<file path="src/sv/rv32alu_pkg.sv">
package rv32alu_pkg;

    localparam int XLEN       = 32;
    localparam int INSTR_W    = 32;
    localparam int REG_ADDR_W = 5;
    localparam int REG_COUNT  = 32;
    localparam int REG_IDX_W  = $clog2(REG_COUNT);

    localparam logic [XLEN-1:0] PC_STEP = XLEN'(4);

    localparam logic [6:0] OPC_OP_IMM = 7'h13;
    localparam logic [6:0] OPC_OP     = 7'h33;
    localparam logic [6:0] OPC_LUI    = 7'h37;

    localparam logic [2:0] F3_ADD  = 3'd0;
    localparam logic [2:0] F3_SLL  = 3'd1;
    localparam logic [2:0] F3_SLT  = 3'd2;
    localparam logic [2:0] F3_SLTU = 3'd3;
    localparam logic [2:0] F3_XOR  = 3'd4;
    localparam logic [2:0] F3_SR   = 3'd5;
    localparam logic [2:0] F3_OR   = 3'd6;
    localparam logic [2:0] F3_AND  = 3'd7;

    localparam logic [6:0] F7_BASE = 7'h00;
    localparam logic [6:0] F7_ALT  = 7'h20;

    typedef struct packed {
        logic                  en;
        logic [REG_ADDR_W-1:0] idx;
        logic [XLEN-1:0]       data;
    } rf_write_t;

    typedef struct packed {
        logic [XLEN-1:0] value;
        logic            ok;
    } alu_result_t;

    function automatic logic reg_in_range(input logic [REG_ADDR_W-1:0] idx);
        return (int'(idx) < REG_COUNT);
    endfunction

endpackage

</file>
<file path="src/sv/rv32alu_regfile.sv">
module rv32alu_regfile
    import rv32alu_pkg::*;
(
    input  logic                  clk,
    input  logic                  rst_n,
    input  logic                  rd_en,
    input  logic [REG_ADDR_W-1:0] rs1,
    input  logic [REG_ADDR_W-1:0] rs2,
    input  rf_write_t             wr,
    output logic [XLEN-1:0]       a,
    output logic [XLEN-1:0]       b
);

    logic [XLEN-1:0]      mem_reg [REG_COUNT];
    logic [REG_COUNT-1:0] valid_reg;

    logic [XLEN-1:0] a_data_reg;
    logic [XLEN-1:0] b_data_reg;
    logic            a_ok_reg;
    logic            b_ok_reg;
    logic            a_hit_reg;
    logic            b_hit_reg;
    logic [XLEN-1:0] byp_data_reg;

    // entries not yet written read as zero
    always_ff @(posedge clk or negedge rst_n)
    begin
        if (!rst_n)
        begin
            valid_reg <= '0;
        end
        else if (wr.en)
        begin
            valid_reg[wr.idx[REG_IDX_W-1:0]] <= 1'b1;
        end
    end

    always_ff @(posedge clk)
    begin
        if (wr.en)
        begin
            mem_reg[wr.idx[REG_IDX_W-1:0]] <= wr.data;
        end
        if (rd_en)
        begin
            a_data_reg   <= mem_reg[rs1[REG_IDX_W-1:0]];
            b_data_reg   <= mem_reg[rs2[REG_IDX_W-1:0]];
            a_ok_reg     <= reg_in_range(rs1) && valid_reg[rs1[REG_IDX_W-1:0]];
            b_ok_reg     <= reg_in_range(rs2) && valid_reg[rs2[REG_IDX_W-1:0]];
            a_hit_reg    <= wr.en && (wr.idx == rs1);
            b_hit_reg    <= wr.en && (wr.idx == rs2);
            byp_data_reg <= wr.data;
        end
    end

    // write in the same cycle as the read wins
    assign a = a_hit_reg ? byp_data_reg : (a_ok_reg ? a_data_reg : '0);
    assign b = b_hit_reg ? byp_data_reg : (b_ok_reg ? b_data_reg : '0);

endmodule

</file>
<file path="src/sv/rv32alu_exec.sv">
module rv32alu_exec
    import rv32alu_pkg::*;
(
    input  logic [INSTR_W-1:0] instruction,
    input  logic [XLEN-1:0]    a,
    input  logic [XLEN-1:0]    b,
    output alu_result_t        result
);

    logic [6:0]      opcode;
    logic [2:0]      f3;
    logic [6:0]      f7;
    logic [XLEN-1:0] imm;
    logic [XLEN-1:0] op2;
    logic [4:0]      shamt;

    assign opcode = instruction[6:0];
    assign f3     = instruction[14:12];
    assign f7     = instruction[31:25];
    assign imm    = {{20{instruction[31]}}, instruction[31:20]};
    assign op2    = (opcode == OPC_OP) ? b : imm;
    assign shamt  = op2[4:0];

    always_comb
    begin
        result.value = '0;
        result.ok    = 1'b1;
        unique case (opcode)
            OPC_OP_IMM, OPC_OP:
            begin
                unique case (f3)
                    F3_ADD:
                    begin
                        if (opcode == OPC_OP_IMM || f7 == F7_BASE)
                            result.value = a + op2;
                        else if (f7 == F7_ALT)
                            result.value = a - op2;
                        else
                            result.ok = 1'b0;
                    end
                    F3_SLL:
                    begin
                        result.value = a << shamt;
                        if (opcode == OPC_OP_IMM && f7 != F7_BASE)
                            result.ok = 1'b0;
                    end
                    F3_SLT:  result.value = {31'd0, $signed(a) < $signed(op2)};
                    F3_SLTU: result.value = {31'd0, a < op2};
                    F3_XOR:  result.value = a ^ op2;
                    F3_SR:
                    begin
                        if (f7 == F7_BASE)
                            result.value = a >> shamt;
                        else if (f7 == F7_ALT)
                            result.value = XLEN'($signed(a) >>> shamt);
                        else
                            result.ok = 1'b0;
                    end
                    F3_OR:   result.value = a | op2;
                    F3_AND:  result.value = a & op2;
                    default: result.ok = 1'b0;
                endcase
            end
            OPC_LUI: result.value = {instruction[31:12], 12'd0};
            default: result.ok = 1'b0;
        endcase
    end

endmodule

</file>
<file path="src/sv/rv32i_alu_instruction_executor_core.sv">
// rv32i integer alu instruction executor
// request channel: instruction with instr_valid / instr_stall. a request is
// taken at a rising edge with instr_valid high and instr_stall low.
// result channel: dest_index, write_value, wrote, next_pc and unsupported with
// result_valid / result_stall, taken the same way.
// a taken request waits in the input register, its operands read from the
// register file when it is taken, and moves to the result register when it advances.
// the register file is written when the result is registered, with a bypass for a
// back-to-back dependency, so one request per cycle is sustained while result_stall is low.
// reset clears the register file (per-entry valid bits), the program counter
// and both valid flags at once; no clearing pass is needed.
// while result_stall is high the result holds; one further request may wait
// in the input register, after which instr_stall goes high until the result
// is taken.
module rv32i_alu_instruction_executor_core
    import rv32alu_pkg::*;
(
    input  logic                  clk,
    input  logic                  rst_n,
    input  logic                  instr_valid,
    output logic                  instr_stall,
    input  logic [INSTR_W-1:0]    instruction,
    output logic                  result_valid,
    input  logic                  result_stall,
    output logic [REG_ADDR_W-1:0] dest_index,
    output logic [XLEN-1:0]       write_value,
    output logic                  wrote,
    output logic [XLEN-1:0]       next_pc,
    output logic                  unsupported
);

    logic                  instr_valid_reg;
    logic [INSTR_W-1:0]    instr_reg;
    logic [XLEN-1:0]       pc_reg;
    logic [XLEN-1:0]       pc_next;
    logic                  result_valid_reg;
    logic [REG_ADDR_W-1:0] dest_reg;
    logic [XLEN-1:0]       value_reg;
    logic                  wrote_reg;
    logic                  wrote_next;
    logic [XLEN-1:0]       next_pc_reg;
    logic                  unsupported_reg;

    logic                  advance;
    logic                  accept;
    logic [REG_ADDR_W-1:0] rd;
    logic [XLEN-1:0]       a;
    logic [XLEN-1:0]       b;
    alu_result_t           alu;
    rf_write_t             wr;

    assign advance     = instr_valid_reg && (!result_valid_reg || !result_stall);
    assign instr_stall = instr_valid_reg && !advance;
    assign accept      = instr_valid && !instr_stall;

    assign rd         = instr_reg[11:7];
    assign wrote_next = alu.ok && (rd != '0) && reg_in_range(rd);
    assign pc_next    = pc_reg + PC_STEP;

    assign wr.en   = advance && wrote_next;
    assign wr.idx  = rd;
    assign wr.data = alu.value;

    rv32alu_regfile u_regfile (
        .clk   (clk),
        .rst_n (rst_n),
        .rd_en (accept),
        .rs1   (instruction[19:15]),
        .rs2   (instruction[24:20]),
        .wr    (wr),
        .a     (a),
        .b     (b)
    );

    rv32alu_exec u_exec (
        .instruction (instr_reg),
        .a           (a),
        .b           (b),
        .result      (alu)
    );

    always_ff @(posedge clk or negedge rst_n)
    begin
        if (!rst_n)
        begin
            instr_valid_reg  <= 1'b0;
            result_valid_reg <= 1'b0;
            pc_reg           <= '0;
        end
        else
        begin
            if (accept)
                instr_valid_reg <= 1'b1;
            else if (advance)
                instr_valid_reg <= 1'b0;

            if (advance)
            begin
                result_valid_reg <= 1'b1;
                pc_reg           <= pc_next;
            end
            else if (!result_stall)
            begin
                result_valid_reg <= 1'b0;
            end
        end
    end

    always_ff @(posedge clk)
    begin
        if (accept)
        begin
            instr_reg <= instruction;
        end
        if (advance)
        begin
            dest_reg        <= rd;
            value_reg       <= wrote_next ? alu.value : '0;
            wrote_reg       <= wrote_next;
            next_pc_reg     <= pc_next;
            unsupported_reg <= !alu.ok;
        end
    end

    assign result_valid = result_valid_reg;
    assign dest_index   = dest_reg;
    assign write_value  = value_reg;
    assign wrote        = wrote_reg;
    assign next_pc      = next_pc_reg;
    assign unsupported  = unsupported_reg;

    a_advance_shows: assert property (@(posedge clk) disable iff (!rst_n)
        advance |=> result_valid)
        else $error("pending request did not reach the result register");

    a_pc_step: assert property (@(posedge clk) disable iff (!rst_n)
        advance |=> (next_pc == $past(pc_reg) + PC_STEP) && (pc_reg == next_pc))
        else $error("program counter did not step by four");

    a_no_write_on_error: assert property (@(posedge clk) disable iff (!rst_n)
        result_valid && wrote |-> !unsupported && (dest_index != '0))
        else $error("write flagged for x0 or an unsupported request");

    a_zero_when_idle: assert property (@(posedge clk) disable iff (!rst_n)
        result_valid && !wrote |-> (write_value == '0))
        else $error("write value not zero without a write");

    a_no_overrun: assert property (@(posedge clk) disable iff (!rst_n)
        instr_valid_reg && !advance |=> instr_valid_reg && $stable(instr_reg))
        else $error("waiting request lost or overwritten");

endmodule
</file>
<file path="config.mk">
export PLATFORM = sky130hd
export DESIGN_NAME = rv32i_alu_instruction_executor_core
export DESIGN_NICKNAME = d
export VERILOG_FILES = /design/src/sv/rv32alu_pkg.sv /design/src/sv/rv32alu_regfile.sv /design/src/sv/rv32alu_exec.sv /design/src/sv/rv32i_alu_instruction_executor_core.sv
export SDC_FILE = /design/constraint.sdc
export NUM_CORES = 2
export LEC_CHECK = 0
export BUFFER_PORTS_ARGS = -buffer_cell sky130_fd_sc_hd__buf_2
export CAP_MARGIN = 5
export CORE_AREA = 2 2 441 443
export CTS_BUF_LIST = sky130_fd_sc_hd__clkbuf_4 sky130_fd_sc_hd__clkbuf_8 sky130_fd_sc_hd__clkbuf_16
export DETAILED_ROUTE_END_ITERATION = 10
export DIE_AREA = 0 0 443 445
export GPL_TIMING_DRIVEN = 0
export SLEW_MARGIN = 20
export SYNTH_ARGS = -nofsm -noshare
export SYNTH_HDL_FRONTEND = slang
export SYNTH_SLANG_ARGS = --single-unit
</file>
<file path="constraint.sdc">
create_clock -name clk -period 13.9 [get_ports clk]
set_input_delay 3.475 -clock clk [delete_from_list [all_inputs] [get_ports clk]]
set_output_delay 3.475 -clock clk [all_outputs]
set_load 0.05 [all_outputs]
</file>
==> flow_summary.json <==
{
  "outcome": "complete, no violations",
  "critPathLaunch": "instr_reg[3]$_DFFE_PP_",
  "die_x_um": 443,
  "dr.pass1.iters": 8,
  "clock_latency_ps": 780,
  "p_leak_uw": 0.02781,
  "pin_count": 109,
  "dp_hpwl_um": 195500,
  "cts_repair_resize_count": 0,
  "crit_buf_inv": 6,
  "synthFlopType": "edfxtp_1",
  "numCtsBuffers": 137,
  "cp_slowest_cell": "a2111oi_0",
  "synth-seq-cells": 1289,
  "synth_warnings": 0,
  "coreArea_mm2": 0.1920,
  "synth_async_sr_flop_share_pct": 4.965,
  "fin_nets": 4712,
  "intPower_uw": 6771,
  "path_cells": "and3b_1 -> clkbuf_1 -> nand2_1 -> o21ai_2 -> buf_2 -> buf_1 -> clkbuf_1 -> ha_1 -> nand2b_1 -> a211oi_1 -> o21a_1 -> a2111oi_0 -> nor2_1 -> a221oi_2 -> o21ai_0 -> xnor2_1 -> a21oi_1 -> nor3_2 -> buf_4 -> buf_4",
  "vdd.ir_drop.worst_mv": 0.1121,
  "synth_top_area_cell": "edfxtp_1",
  "drt_iter0_markers": 6662,
  "grt_max_degree": 60,
  "largest_reg_flops": 1024,
  "criticalPathCategory": "register to register",
  "postCtsHoldBufs": 0,
  "r2r-start": "instr_reg[3]$_DFFE_PP_",
  "rr_endpoint": "u_regfile.mem_reg[7][30]$_DFFE_PP_",
  "max_stage_delay_ps": 920,
  "ant_nets": 0,
  "clock_sinks": 1289,
  "maxSlewHeadroom_pct": 13.82,
  "antenna_found_initial": 17,
  "cp.depth": 20,
  "initial_core_util_pct": 34.97,
  "crit_fanout": 14,
  "grt_pass1_vias": 44764,
  "yosysSeqAreaShare_pct": 57.18,
  "clock_path_buffers": 3,
  "crit_family": "compound AO/OA/AOI/OAI gates",
  "finalSetupViolations": 0,
  "drive_gt1_share_pct": 30.34,
  "die_h_um": 445,
  "cp-start-kind": "register",
  "hold_viol_final": 0,
  "track_usage_pct": 26.34,
  "p_switching_uw": 2436,
  "reg2reg_slack_ps": 5140,
  "routedWlPerCell_um": 36.57,
  "cts_tree": "built",
  "rsz0062_at_grt": "false",
  "grt_pass1_wl_um": 361400,
  "portBuffers": 106,
  "root_buffer": "clkbuf_16",
  "netlist.area_leader.share_pct": 54.80,
  "synth-edff-count": 1225,
  "min_period_ps": 8762,
  "syn_to_final_growth_pct": 16.42,
  "drt-total-wl_um": 263700,
  "synth_cell_types": 99,
  "drv_slew": 0,
  "r2r_cells": 20,
  "synth_area_mm2": 0.06713,
  "holdCritPathClass": "register to register",
  "synth_cells": 4180,
  "crit_arrival_ps": 9370,
  "tightestPinTransition_ps": 1293,
  "netlist_top_cells_area": "edfxtp_1, mux4_2, dfrtp_1, ha_1, a21oi_1",
  "p_sw_share_pct": 26.46,
  "p_seq_share_pct": 46.9,
  "crit_required_ps": 14510,
  "vias": 45400,
  "max_freq_mhz": 114.1,
  "die_area_mm2": 0.1971,
  "syn_avg_cell_area_um2": 16.06,
  "cts.clk_slew.worst_paths_ps": 60,
  "finalCritPeriodShare_pct": 63.03,
  "overflow": 0,
  "critPathCapture": "u_regfile.mem_reg[7][30]$_DFFE_PP_",
  "pwr_density_cell_mw_per_mm2": 117.8,
  "crit_path_end_kind": "register",
  "htreeDepth": 4,
  "p_clk_share_pct": 40.3,
  "final_core_util_pct": 40.71,
  "num_rows": 161,
  "power.share.combinational_pct": 12.9,
  "viasPerCell": 6.295,
  "tns_ps": 0,
  "post_cts.repair.setup_buffers": 0,
  "whs_ps": 466.6,
  "gp_congestion": 1.063,
  "drc": 0,
  "cap_viol_max_count": 0,
  "clock_skew_ps": 45.44
}
[power by group through the flow]
stage / clock network [uW] / registers [uW] / logic (uW)
detailed placement: 0 / 4400 / 1160
global route: 3910 / 4320 / 1230
global placement: 0 / 4400 / 1140
floorplan: 0 / 4450 / 646
CTS: 3750 / 4320 / 1160
finish: 3710 / 4310 / 1190
[per-stage QoR]
step                power (uW)  std cells  setup WS, ps  cell area (um2)
global route              9457       7206          5089            78140
floorplan                 5091       4213          6513            67250
CTS                       9228       7201          5413            78040
finish                    9207       7212          5138            78150
detailed placement        5552       6953          5470            73530
global placement          5544       6845          2866            70950
[routing by layer]
| metal | wire length, um | track usage [%] | share of wire, % |
|---|---|---|---|
| met1 | 98250 | 33.24 | 37 |
| met2 | 124900 | 42.46 | 47 |
| met3 | 24680 | 5.902 | 9.4 |
| met4 | 15820 | 13.89 | 6.0 |
| met5 | 27 | 0 | 0.010 |
[worst min path at each step]
stage	slack, ps	to	from	depth (start not counted)
floorplan	420	dest_index[0]$_DFFE_PP_	instr_reg[7]$_DFFE_PP_	0
global placement	440	dest_index[0]$_DFFE_PP_	instr_reg[7]$_DFFE_PP_	0
detailed placement	450	dest_index[1]$_DFFE_PP_	instr_reg[8]$_DFFE_PP_	0
CTS	460	dest_index[1]$_DFFE_PP_	instr_reg[8]$_DFFE_PP_	0
global route	480	dest_index[0]$_DFFE_PP_	instr_reg[7]$_DFFE_PP_	0
finish	470	dest_index[1]$_DFFE_PP_	instr_reg[8]$_DFFE_PP_	0
[cell families after synthesis]
logic type,synth area share (%)
buf+inv,2.531
other cells,0.005586
mux,24.34
fa+ha+maj,1.979
compound gates,7.936
simple gates,4.980
xor+xnor,1.044
flops,57.18
[cell usage after synthesis, drive strengths merged (9+ instances only)]
library cell  instances
xnor2                51
nor2b                17
o22ai                19
clkbuf              215
nand2               175
o21ai               137
a21oi               198
nand3                59
nor3                 70
mux2i                53
ha                  103
nand4                12
xor2                 29
inv                 107
o21bai               14
a2111oi               9
a22oi                23
o211ai               31
and2                 20
o31ai                17
mux2                 84
and3                  9
nand3b               10
a21o                 22
nor2                223
a22o                 51
o21a                 31
a31oi                22
buf                 107
a211o                30
edfxtp             1225
a221oi               20
or2                  43
o221ai               11
nor4                 20
nand2b               21
dfrtp                64
a211oi               46
a221o                10
mux4                660
[cell type report]
cell class / instances / area [um2]
Clock inverter: 71 / 709.4
Clock buffer: 177 / 3801
Fill cell: 17266 / 113800
Multi-Input combinational cell: 2494 / 27690
Buffer: 322 / 1354
Inverter: 108 / 405.4
Antenna cell: 6 / 15.01
Tap cell: 2526 / 3161
Timing Repair Buffer: 219 / 2633
Sequential cell: 1289 / 38390
[placed cells by master, fill, tap and decap left out, types with 20 or more instances in the layout]
master     instances
a31oi_1           20
a22o_1            51
inv_1            102
clkbuf_16        139
xor2_1            29
o21a_1            31
conb_1            34
o21ai_0          122
buf_12            54
buf_2            156
clkbuf_1         192
nor2_1           181
clkbuf_4          32
xnor2_1           51
ha_1             103
dfrtp_1           64
mux4_2           660
nand2_1          173
buf_16            24
nor2_4            42
buf_1             37
a211o_1           30
a211oi_1          44
or2_2             41
mux2_2            83
a21oi_1          196
clkinv_1          29
o211ai_1          31
nand2b_1          21
nand3_1           59
a21o_1            22
mux2i_1           53
nor3_1            64
clkbuf_2          36
a22oi_1           21
edfxtp_1        1225
(Power assumes the default switching activity.)
